<file path="src/rtl/cra_pkg.sv">
// Shared types and constants for the cubic audio resampler.
`timescale 1ns / 1ps
package cra_pkg;

  localparam int unsigned MAX_CHANNELS = 2;
  localparam int unsigned TAPS         = 4;
  localparam int unsigned MAX_RESULTS  = 48;
  localparam int unsigned CH_W         = 1;
  localparam int unsigned ADDR_W       = 3;

  localparam logic [20:0] STEP_MIN = 21'd8192;
  localparam logic [20:0] STEP_MAX = 21'd1048576;

  localparam logic [2:0] CFG_BYPASS   = 3'd0;
  localparam logic [2:0] CFG_STEP     = 3'd1;
  localparam logic [2:0] CFG_FRAMES   = 3'd2;
  localparam logic [2:0] CFG_CHANNELS = 3'd3;
  localparam logic [2:0] CFG_FORMAT   = 3'd4;

  typedef enum logic [1:0] {
    FMT_U8    = 2'd0,
    FMT_S8    = 2'd1,
    FMT_S16LE = 2'd2,
    FMT_S16BE = 2'd3
  } fmt_t;

  typedef enum logic [3:0] {
    S_IDLE,
    S_CHECK,
    S_READ,
    S_WAIT,
    S_ABC,
    S_MUL1,
    S_MUL2,
    S_MUL3,
    S_FIN,
    S_ENC
  } state_t;

endpackage

</file>
<file path="src/rtl/cubic_audio_resampler.sv">
// Catmull-Rom cubic resampler: history memory, position control and datapath.
//
//   channel  | direction | handshake         | payload
//   in_      | in        | in_valid/ready    | sample_code, block_end
//   out_     | out       | out_valid/ready   | code, frame_end, run_last
//   cfg_     | in        | cfg_we            | cfg_index, cfg_data
//
// A request that completes no frame and ends no block is taken in the idle state alone; any
// other (outside bypass) moves to the check state, and each result then takes four tap reads from
// the history memory, a wait for the last read, the coefficients, three chained
// multiplies, the clamp and the encode with its multiply.
// Synchronous active-low reset clears control state and history valid bits.
// A stalled output holds the datapath in the encode step; no new request is taken
// until all results of the current one are loaded.
`timescale 1ns / 1ps
module cubic_audio_resampler (
  input  logic        clk,
  input  logic        rst_n,
  input  logic        in_valid,
  output logic        in_ready,
  input  logic [15:0] in_sample_code,
  input  logic        in_block_end,
  output logic        out_valid,
  input  logic        out_ready,
  output logic [15:0] out_code,
  output logic        out_frame_end,
  output logic        out_run_last,
  input  logic        cfg_we,
  input  logic [2:0]  cfg_index,
  input  logic [31:0] cfg_data
);
  import cra_pkg::*;

  localparam int unsigned DEPTH = MAX_CHANNELS * TAPS;

  state_t state_r, state_nxt;

  logic        bypass_r;
  logic [20:0] step_r;
  logic [31:0] frames_r;
  logic [1:0]  chcnt_r;
  fmt_t        fmt_r;

  logic [CH_W-1:0] ci_r;
  logic [31:0]     n_r;
  logic [47:0]     pos_r;
  logic [31:0]     emitted_r;
  logic [5:0]      cnt_r;
  logic            last_r;
  logic            next_go_r;
  logic [CH_W-1:0] c_r;
  logic [1:0]      j_r;
  logic            rd_pend_r;
  logic [1:0]      rd_j_r;

  logic signed [15:0] mem [DEPTH];
  logic [DEPTH-1:0]   vld_r;
  logic signed [15:0] mem_q_r;
  logic               vq_r;

  logic signed [15:0] p_r [TAPS];
  logic signed [19:0] a_r, b_r;
  logic signed [16:0] cc_r;
  logic signed [21:0] h1_r, h2_r, h3_r;
  logic signed [16:0] y_r;

  logic        out_valid_r, out_frame_end_r, out_run_last_r;
  logic [15:0] out_code_r;

  // control
  logic              in_fire, out_free, two_ch, mem_we, mem_re, enc_load;
  logic [CH_W-1:0]   ch, last_ch;
  logic              completed;
  logic signed [15:0] dec;
  logic [ADDR_W-1:0] wa, ra;
  logic [20:0]       step_sat;
  logic [47:0]       pos_next;
  logic signed [33:0] limit, idx_s, idx_n_s, k, lo, hi, kc;
  logic [6:0]        chans7;
  logic              go, next_go;

  assign out_free = !out_valid_r || out_ready;
  assign in_fire  = in_valid && in_ready;
  assign two_ch   = chcnt_r >= 2'd2;
  assign last_ch  = two_ch ? 1'b1 : 1'b0;
  assign ch       = two_ch ? ci_r : 1'b0;
  assign completed = ch == last_ch;
  assign chans7   = two_ch ? 7'd2 : 7'd1;

  always_comb begin
    case (fmt_r)
      FMT_U8:    dec = {in_sample_code[7:0] ^ 8'h80, 8'h00};
      FMT_S8:    dec = {in_sample_code[7:0], 8'h00};
      FMT_S16LE: dec = in_sample_code;
      FMT_S16BE: dec = {in_sample_code[7:0], in_sample_code[15:8]};
      default:   dec = in_sample_code;
    endcase
  end

  always_comb begin
    if (step_r < STEP_MIN) begin
      step_sat = STEP_MIN;
    end else if (step_r > STEP_MAX) begin
      step_sat = STEP_MAX;
    end else begin
      step_sat = step_r;
    end
  end

  assign pos_next = pos_r + {27'd0, step_sat};
  assign limit    = $signed({2'b00, n_r}) - (last_r ? 34'sd1 : 34'sd3);
  assign idx_s    = $signed({2'b00, pos_r[47:16]});
  assign idx_n_s  = $signed({2'b00, pos_next[47:16]});
  assign go       = (n_r != 32'd0) && (emitted_r < frames_r) &&
                    ({1'b0, cnt_r} + chans7 <= 7'(MAX_RESULTS)) && (idx_s <= limit);
  assign next_go  = ({1'b0, emitted_r} + 33'd1 < {1'b0, frames_r}) &&
                    ({1'b0, cnt_r} + chans7 + chans7 <= 7'(MAX_RESULTS)) &&
                    (idx_n_s <= limit);

  assign k  = idx_s - 34'sd1 + $signed({32'd0, j_r});
  assign lo = (n_r >= 32'd4) ? $signed({2'b00, n_r}) - 34'sd4 : 34'sd0;
  assign hi = $signed({2'b00, n_r}) - 34'sd1;
  always_comb begin
    if (k < lo) begin
      kc = lo;
    end else if (k > hi) begin
      kc = hi;
    end else begin
      kc = k;
    end
  end

  assign wa = {ch, n_r[1:0]};
  assign ra = {c_r, kc[1:0]};

  // next state
  always_comb begin
    state_nxt = state_r;
    case (state_r)
      S_IDLE:  if (in_fire && !bypass_r && (completed || in_block_end)) state_nxt = S_CHECK;
      S_CHECK: state_nxt = go ? S_READ : S_IDLE;
      S_READ:  if (j_r == 2'd3) state_nxt = S_WAIT;
      S_WAIT:  state_nxt = S_ABC;
      S_ABC:   state_nxt = S_MUL1;
      S_MUL1:  state_nxt = S_MUL2;
      S_MUL2:  state_nxt = S_MUL3;
      S_MUL3:  state_nxt = S_FIN;
      S_FIN:   state_nxt = S_ENC;
      S_ENC:   if (out_free) state_nxt = (c_r == last_ch) ? S_CHECK : S_READ;
      default: state_nxt = S_IDLE;
    endcase
  end

  // outputs of the state machine
  always_comb begin
    in_ready = 1'b0;
    mem_re   = 1'b0;
    enc_load = 1'b0;
    case (state_r)
      S_IDLE:  in_ready = out_free;
      S_READ:  mem_re = 1'b1;
      S_ENC:   enc_load = out_free;
      default: in_ready = 1'b0;
    endcase
  end

  assign mem_we = in_fire && !bypass_r;

  always_ff @(posedge clk) begin
    if (mem_we) begin
      mem[wa] <= dec;
    end
    mem_q_r <= mem[ra];
  end

  always_ff @(posedge clk) begin
    if (!rst_n) begin
      state_r <= S_IDLE;
    end else begin
      state_r <= state_nxt;
    end
  end

  always_ff @(posedge clk) begin
    if (!rst_n) begin
      bypass_r <= 1'b0;
      step_r   <= 21'd65536;
      frames_r <= 32'd0;
      chcnt_r  <= 2'd1;
      fmt_r    <= FMT_S16LE;
    end else if (cfg_we) begin
      case (cfg_index)
        CFG_BYPASS:   bypass_r <= cfg_data[0];
        CFG_STEP:     step_r   <= cfg_data[20:0];
        CFG_FRAMES:   frames_r <= cfg_data;
        CFG_CHANNELS: chcnt_r  <= cfg_data[1:0];
        CFG_FORMAT:   fmt_r    <= fmt_t'(cfg_data[1:0]);
        default:      bypass_r <= bypass_r;
      endcase
    end
  end

  // history valid bits and read tracking
  always_ff @(posedge clk) begin
    if (!rst_n) begin
      vld_r     <= '0;
      vq_r      <= 1'b0;
      rd_pend_r <= 1'b0;
      rd_j_r    <= 2'd0;
    end else begin
      if (mem_we) begin
        vld_r[wa] <= 1'b1;
      end
      vq_r      <= vld_r[ra];
      rd_pend_r <= mem_re;
      rd_j_r    <= j_r;
    end
  end

  always_ff @(posedge clk) begin
    if (rd_pend_r) begin
      p_r[rd_j_r] <= vq_r ? mem_q_r : 16'sd0;
    end
  end

  // block counters
  always_ff @(posedge clk) begin
    if (!rst_n) begin
      ci_r      <= '0;
      n_r       <= 32'd0;
      pos_r     <= 48'd0;
      emitted_r <= 32'd0;
      cnt_r     <= 6'd0;
      last_r    <= 1'b0;
      next_go_r <= 1'b0;
      c_r       <= '0;
      j_r       <= 2'd0;
    end else begin
      case (state_r)
        S_IDLE: begin
          if (in_fire) begin
            ci_r   <= (completed || (bypass_r && in_block_end)) ? '0 : ~ch;
            cnt_r  <= 6'd0;
            last_r <= in_block_end;
            if (!bypass_r && completed) begin
              n_r <= n_r + 32'd1;
            end
            if (bypass_r && in_block_end) begin
              n_r       <= 32'd0;
              pos_r     <= 48'd0;
              emitted_r <= 32'd0;
            end
          end
        end
        S_CHECK: begin
          c_r       <= '0;
          j_r       <= 2'd0;
          next_go_r <= next_go;
          if (!go && last_r) begin
            ci_r      <= '0;
            n_r       <= 32'd0;
            pos_r     <= 48'd0;
            emitted_r <= 32'd0;
          end
        end
        S_READ: j_r <= j_r + 2'd1;
        S_ENC: begin
          if (out_free) begin
            cnt_r <= cnt_r + 6'd1;
            j_r   <= 2'd0;
            if (c_r == last_ch) begin
              pos_r     <= pos_next;
              emitted_r <= emitted_r + 32'd1;
              c_r       <= '0;
            end else begin
              c_r <= c_r + 1'b1;
            end
          end
        end
        default: j_r <= j_r;
      endcase
    end
  end

  // interpolation datapath
  logic signed [19:0] pe [TAPS];
  logic signed [16:0] t_s;
  logic signed [36:0] prod1, rs1;
  logic signed [38:0] prod2, rs2, prod3, rs3;
  logic signed [22:0] sum;
  logic signed [22:0] ys;

  always_comb begin
    for (int i = 0; i < TAPS; i++) begin
      pe[i] = 20'(p_r[i]);
    end
  end

  assign t_s   = $signed({1'b0, pos_r[15:0]});
  assign prod1 = a_r * t_s;
  assign rs1   = (prod1 + 37'sd32768) >>> 16;
  assign prod2 = h1_r * t_s;
  assign rs2   = (prod2 + 39'sd32768) >>> 16;
  assign prod3 = h2_r * t_s;
  assign rs3   = (prod3 + 39'sd32768) >>> 16;
  assign sum   = 23'(h3_r) + 23'(p_r[1]) + 23'(p_r[1]) + 23'sd1;
  assign ys    = sum >>> 1;

  always_ff @(posedge clk) begin
    case (state_r)
      S_ABC: begin
        a_r  <= -pe[0] + 20'sd3 * pe[1] - 20'sd3 * pe[2] + pe[3];
        b_r  <= 20'sd2 * pe[0] - 20'sd5 * pe[1] + 20'sd4 * pe[2] - pe[3];
        cc_r <= 17'(p_r[2]) - 17'(p_r[0]);
      end
      S_MUL1: h1_r <= rs1[21:0] + 22'(b_r);
      S_MUL2: h2_r <= rs2[21:0] + 22'(cc_r);
      S_MUL3: h3_r <= rs3[21:0];
      S_FIN: begin
        if (ys < -23'sd32768) begin
          y_r <= -17'sd32768;
        end else if (ys > 23'sd32768) begin
          y_r <= 17'sd32768;
        end else begin
          y_r <= ys[16:0];
        end
      end
      default: y_r <= y_r;
    endcase
  end

  // re-encode
  logic signed [17:0] yu;
  logic [8:0]         v8;
  logic signed [16:0] coef;
  logic signed [33:0] m, mneg, mt;
  logic [15:0]        enc;

  assign yu   = 18'(y_r) + 18'sd32768;
  assign v8   = yu[16:8];
  assign coef = (fmt_r == FMT_S8) ? 17'sd127 : 17'sd32767;
  assign m    = y_r * coef;
  assign mneg = -m;
  assign mt   = m[33] ? -(mneg >>> 15) : (m >>> 15);

  always_comb begin
    case (fmt_r)
      FMT_U8:    enc = {8'd0, (v8 > 9'd255) ? 8'hFF : v8[7:0]};
      FMT_S8:    enc = {8'd0, mt[7:0]};
      FMT_S16LE: enc = mt[15:0];
      FMT_S16BE: enc = {mt[7:0], mt[15:8]};
      default:   enc = mt[15:0];
    endcase
  end

  // output register
  always_ff @(posedge clk) begin
    if (!rst_n) begin
      out_valid_r <= 1'b0;
    end else if (in_fire && bypass_r) begin
      out_valid_r <= 1'b1;
    end else if (enc_load) begin
      out_valid_r <= 1'b1;
    end else if (out_ready) begin
      out_valid_r <= 1'b0;
    end
  end

  always_ff @(posedge clk) begin
    if (in_fire && bypass_r) begin
      out_code_r      <= (fmt_r == FMT_U8 || fmt_r == FMT_S8) ?
                         {8'd0, in_sample_code[7:0]} : in_sample_code;
      out_frame_end_r <= completed;
      out_run_last_r  <= 1'b1;
    end else if (enc_load) begin
      out_code_r      <= enc;
      out_frame_end_r <= c_r == last_ch;
      out_run_last_r  <= (c_r == last_ch) && !next_go_r;
    end
  end

  assign out_valid     = out_valid_r;
  assign out_code      = out_code_r;
  assign out_frame_end = out_frame_end_r;
  assign out_run_last  = out_run_last_r;

`ifndef NO_ASSERTIONS
  a_in_only_idle: assert property (@(posedge clk) disable iff (!rst_n)
    in_ready |-> state_r == S_IDLE)
    else $error("request taken outside idle");

  a_cnt_bound: assert property (@(posedge clk) disable iff (!rst_n)
    cnt_r <= 6'(MAX_RESULTS))
    else $error("result count above limit");

  a_last_ends: assert property (@(posedge clk) disable iff (!rst_n)
    enc_load && (c_r == last_ch) && !next_go_r |=> state_r == S_CHECK)
    else $error("final result not followed by check");

  a_no_read_write: assert property (@(posedge clk) disable iff (!rst_n)
    mem_re |-> !mem_we)
    else $error("history read and written together");
`endif

endmodule
</file>
<file path="config.mk">
export PLATFORM = sky130hd
export DESIGN_NAME = cubic_audio_resampler
export DESIGN_NICKNAME = d
export VERILOG_FILES = /design/src/rtl/cra_pkg.sv /design/src/rtl/cubic_audio_resampler.sv
export SDC_FILE = /design/constraint.sdc
export NUM_CORES = 2
export LEC_CHECK = 0
export ABC_AREA = 1
export ABC_CLOCK_PERIOD_IN_PS = 15060
export BUFFER_PORTS_ARGS = -buffer_cell sky130_fd_sc_hd__buf_4
export CORE_MARGIN = 3
export CORE_UTILIZATION = 45
export DETAILED_ROUTE_END_ITERATION = 8
export HOLD_SLACK_MARGIN = 0.15
export PLACE_DENSITY = 0.65
export SLEW_MARGIN = 20
export SYNTH_ARGS = -nofsm -noshare
export SYNTH_HDL_FRONTEND = slang
export SYNTH_SLANG_ARGS = --single-unit
</file>
<file path="constraint.sdc">
create_clock -name clk -period 15.06 [get_ports clk]
set_input_delay 0.753 -clock clk [delete_from_list [all_inputs] [get_ports clk]]
set_output_delay 0.753 -clock clk [all_outputs]
set_load 0.01 [all_outputs]
</file>
* After elaboration in Yosys (flattened, before gate mapping)
Memory sizes are Yosys's and may differ from the RTL's. A register that Yosys moved wholly into a read port is not among the register bits. Cells that the tools add are included.
Storage, ports and cells: flip-flop bits (word level) 357, bits in latches 0, bits in writable memories 192, ROM bits 0, bits of input ports 57, output and inout port bits 20, word-level logic and storage cells 237, memories 2
Cells by class: $add $sub $neg 33, $mul 7, divide/modulo/power cells 0, magnitude comparators 18, eq/ne operators 27, shifts and indexed selects 0, muxes and demuxes 69, bitwise operators 3, reduce and logical (&&, ||, !) cells 47
Memories:
- mem | depth 8, width 16, read ports 1, clocked after memory_dff 1, wr ports 1, line cubic_audio_resampler.sv:56 | logic signed [15:0] mem [DEPTH];
- p_r | depth 4, width 16, read ports 4, clocked after memory_dff 0, wr ports 1, line cubic_audio_resampler.sv:61 | logic signed [15:0] p_r [TAPS];
Operator list (count):
- $mux 32 | 8
- $mux 48 | 5
- $pmux 48 s3 | 1
- $pmux 16 s4 | 2
- $pmux 32 s3 | 1
- $mux 16 | 5
- $add 38x17->38 const B | 2
- $mul 22x17->38 | 2
- $le 33x33->1 | 2
- $sub 32x1->33 const B | 2
- $add 32x1->32 const B | 2
- $pmux 32 s2 | 1
- $add 48x21->48 | 1
- $mux 21 | 2
- $pmux 4 s10 | 1
- $mul 3x16->19 const A | 2
- $add 37x17->37 const B | 1
- $mul 20x17->37 | 1
- $add 33x3->34 | 1
- $gt 34x33->1 | 1
- $lt 34x34->1 | 1
- $mux 34 | 1
- $add 32x1->33 const B | 1
- $lt 33x32->1 | 1
- other kinds (76) | 157

* Longest topological paths before layout
depth after elaboration 10, gate-level depth with buffers 46, depth with buffers taken out 45

* Least setup slack after synthesis
OpenSTA, ideal clock, no wires.
path kind register -> register, start point register pos_r[7], end point register h1_r[20], data pin, library setup time 259 ps, data arrival time 7369 ps, data required time 14801 ps, setup slack 7433 ps, stages on the path, launching flop included 38, buffers on the path 2, clock period less this slack 7627 ps, cells stage by stage dfxtp_1 -> clkbuf_1 -> clkbuf_1 -> nand2_1 -> fa_1 -> inv_1 -> fa_1 -> fa_1 -> fa_1 -> inv_1 -> fa_1 -> inv_1 -> fa_1 -> ha_1 -> a21oi_1 -> inv_1 -> a31oi_1 -> nand2_1 -> (+2 left out) -> a21oi_1 -> xnor2_1 -> ha_1 -> nand2_1 -> o21ai_0 -> nor2_1 -> o21ai_0 -> nand3_1 -> nand2_1 -> a21oi_1 -> o21bai_1 -> a21boi_0 -> o21ai_0 -> nand2_1 -> nand2_1 -> nand3_1 -> nand2_1 -> xor2_1
On the way: word-level cells in the longest chain between the ends 3
Ends and longest elaborated chain:
- start, declared | line cubic_audio_resampler.sv:46 | logic [47:0] pos_r;
- start signal, assigned | line cubic_audio_resampler.sv:272 | pos_r <= pos_next;
- $mul 20x17->37 | line cubic_audio_resampler.sv:300 | assign prod1 = a_r * t_s;
- $add 37x17->37 | line cubic_audio_resampler.sv:301 | assign rs1 = (prod1 + 37'sd32768) >>> 16;
- $add 21x20->22 | line cubic_audio_resampler.sv:316 | S_MUL1: h1_r <= rs1[21:0] + 22'(b_r);
- end signal, assigned | line cubic_audio_resampler.sv:316
- end, declared | line cubic_audio_resampler.sv:64 | logic signed [21:0] h1_r, h2_r, h3_r;
Every way passes these cells. A chain may end at the register's enable or synchronous reset.

* Worst setup path in the final report
start point register pos_r[8], end point register h2_r[19], data pin
On the way: word-level cells in the longest chain between the ends 3
Ends and longest elaborated chain:
- $mul 22x17->38 | line cubic_audio_resampler.sv:302 | assign prod2 = h1_r * t_s;
- $add 38x17->38 | line cubic_audio_resampler.sv:303 | assign rs2 = (prod2 + 39'sd32768) >>> 16;
- $add 22x22->22 | line cubic_audio_resampler.sv:317 | S_MUL2: h2_r <= rs2[21:0] + 22'(cc_r);
- end signal, assigned | line cubic_audio_resampler.sv:317
- end, declared | line cubic_audio_resampler.sv:64
Every way passes these cells.

==> flow_summary.toml <==
[run_status]
run_status = "finished clean"

[setup_path]
cpMaxStageDelayCell = "dfxtp_2"
critical_path.startpoint_type = "flip-flop"
critical_path.reg2reg.endpoint = "h2_r[19]"
cpPeakStageDelay_ns = 0.86
path_common_cell = "fa_1"
timing.critical_path.fanout_max = 36
worstSetupPathType = "flip-flop to flip-flop"
setup.worst_path.end_class = "flip-flop"
reg2reg_depth = 31
source_of_the_critical_timing_path = "pos_r[8]"
critical_path_arrival_ns = 9.61
required_ns = 15.47
worst-r2r-setup-slack_ns = 5.86
worstReg2RegStart = "pos_r[8]"

[routing]
detail_route.wl_per_cell_um = 18.0
postRouteWirelength_mm = 246
drt-vias-per-instance = 5.15
drtIter0Drc = 4731
drt_drc_violations_left = 0
antenna_left = 0
vias = 70388
first_pass_iters = 5

[flow_run]
timing.max_cap.violations = 0

[global_route]
vias_in_the_first_global_route = 73311
first_pass_grt_wire_length_mm = 400
global_route.overflow_total = 0
global_route.usage.total_pct = 24.5
grt_max_degree = 103
grt_antenna_before_repair = 2

[clock_tree]
clockRootBuffer = "clkbuf_16"
path_clk_slew_ns = 0.06
cts_inserted_buffers = 70
postCtsSetupRepairBufs = 0
cts.repair.resized = 0
h-tree-depth = 3
tritoncts = "yes"
clock_latency_on_the_worst_skew_pair_ns = 0.69
cts.sinks = 564
cts-hold-fix-buffers = 0
cts_max_path_buffers = 3

[logic_synthesis]
synthSimpleGateAreaFrac_pct = 17.5
number_of_synthesized_flops_with_an_enable_pin = 349
yosys.cell_types.count = 72
yosysWarningCount = 0
synth_area_in_xor_xnor_pct = 4.53
synth_adder_area_share_pct = 41.3
ys.flop_type = "edfxtp_1"
mappedNetlistNets = 13366
dominant_combinational_cell_family_by_area_after_synthesis = "adder cells"
synth_sequential_area_ratio_pct = 16.5
post_synth_instance_area_mm2 = 0.0895
synthMuxAreaShare_pct = 0.0112
synth-compound-area-share_pct = 6.92
synth-async-reset-ratio_pct = 0
postSynthCellCount = 11140
syn_area_per_cell_um2 = 8.03
postSynthRegisterBits = 564

[sta]
max_freq_ghz = 0.109
finalHoldViolCount = 0
slew_headroom_pct = 25.6
setup_viol = 0
report.final.slew_viol_count = 0
rsz0062_at_grt = "no"
finalWorstPathRequiredPeriod_ns = 9.20
finalSetupTns_ns = 0
tightest_slew_ns = 1.10
period_utilisation_layout_pct = 61.1
finClkSkew_ns = 0.0631

[place]
detailed_place.area_mm2 = 0.0923
port_buffer_cells = 76
hpwl_mm = 201
post-place-cells = 13537
gp_congestion = 0.952

[finish]
design_area_mm2 = 0.0947
finalNonFillerCells = 13666
layout.cells.most_common = "inv_1"
syn_to_final_growth_pct = 5.80
fin_nets = 13195
most_frequent_cells_in_the_layout = "inv_1 (2718), nand2_1 (2317), fa_1 (1305)"
final_layout_size_suffix_gt1_share_pct = 4.13

[min_path]
worst_hold_startpoint = "cfg_data[9]"
worstHoldEndpoint = "step_r[9]"
min-delay-path-class = "input pin to flip-flop"
whs_path_depth = 3

[floorplanning]
fp.dieArea_mm2 = 0.204
placeableCoreArea_mm2 = 0.198
die_h_um = 452
initial_core_util_pct = 45.3
ioPinCount = 77
die_x_um = 452
placementRows = 163
worst max-delay path by stage:
| stage | depth (start not counted) | slack, ns | to |
|---|---|---|---|
| 2_1_floorplan | 37 | 7.43 | h1_r[20] |
| 3_5_place_dp | 33 | 5.96 | h2_r[19] |
| 4_1_cts | 33 | 5.95 | h2_r[19] |
| 6_report | 31 | 5.86 | h2_r[19] |
| 5_1_grt | 36 | 5.37 | h1_r[20] |
| 3_3_place_gp | 33 | 6.03 | h2_r[19] |
state kept, by name (all words and copies together), names as in the netlist, 8 cells and up:
| register | count |
|---|---|
| a_r | 20 |
| b_r | 20 |
| cc_r | 17 |
| emitted_r | 32 |
| frames_r | 32 |
| h1_r | 22 |
| h2_r | 22 |
| h3_r | 22 |
| mem | 128 |
| mem_q_r | 16 |
| n_r | 32 |
| out_code | 16 |
| p_r | 64 |
| pos_r | 48 |
| step_r | 21 |
| vld_r | 8 |
| y_r | 17 |
critical path, delay by kind of cell (launching register included):
family | cells | cell delay [ns]
fa+ha+maj | 8 | 3.77
compound gates | 11 | 2.79
buf+inv | 6 | 0.86
flops | 1 | 0.86
simple gates | 4 | 0.44
xor+xnor | 2 | 0.17
synth_stat cells (24+ instances only):
library cell | count | area share (%)
nor2_1 | 698 | 2.9
nand2_1 | 2317 | 9.7
nor3_1 | 125 | 0.70
buf_1 | 27 | 0.11
edfxtp_1 | 349 | 12
buf_2 | 51 | 0.29
nor4_1 | 36 | 0.25
a21oi_1 | 493 | 2.8
nor2_2 | 39 | 0.27
o21ai_0 | 294 | 1.6
clkbuf_1 | 280 | 1.2
inv_1 | 2718 | 11
dfxtp_1 | 215 | 4.8
o21ai_1 | 27 | 0.15
nand3_1 | 260 | 1.5
xnor2_1 | 113 | 1.1
ha_1 | 864 | 12
o211ai_1 | 55 | 0.46
xor2_1 | 342 | 3.3
o21a_1 | 27 | 0.23
nand2_2 | 51 | 0.36
fa_1 | 1305 | 29
a22oi_1 | 51 | 0.43
nand4_1 | 119 | 0.83
o21bai_1 | 24 | 0.20
logic make-up (layout without fill, tap and decap cells):
logic type / count (synthesis) / count (layout)
AND/OR/NAND/NOR: 3735 / 3735
buffers and inverters: 3119 / 3004
adder cells (fa/ha/maj): 2169 / 2169
AO/OA/AOI/OAI: 1093 / 1093
flip-flops: 564 / 564
XOR/XNOR: 459 / 459
multiplexers: 1 / 1
other: 0 / 1
layer usage:
metal	global-route usage (%)	share of wire, %	vias to the layer above
met5	0	0	-
met4	6.92	3.2	0
met3	3.10	5.5	394
met2	41.2	47	1946
met1	33.3	44	34571
li1	-	-	33477
metrics by stage:
stage / hold WS (ns) / utilization [%] / worst slack, ns
2_1_floorplan: 0.439 / - / 7.43
3_3_place_gp: 0.447 / 46.7 / 6.03
3_5_place_dp: 0.459 / 46.7 / 5.96
4_1_cts: 0.276 / 47.9 / 5.95
5_1_grt: 0.296 / 47.9 / 5.37
6_report: 0.322 / 47.9 / 5.86
final cells by class:
| class | count | area (µm²) |
|---|---|---|
| flip-flops and latches | 564 | 14800 |
| fillers | 19186 | 103000 |
| clock buffers | 89 | 1870 |
| repair buffers | 135 | 1010 |
| well taps | 2640 | 3300 |
| clock inverters | 39 | 527 |
| inverters | 2741 | 10300 |
| multi-input cells | 7457 | 62900 |
| diodes | 1 | 2.50 |
Power is left out: the tool's default activity adds up to more than one toggle a clock period on the data nets, which glitch-free logic cannot reach.
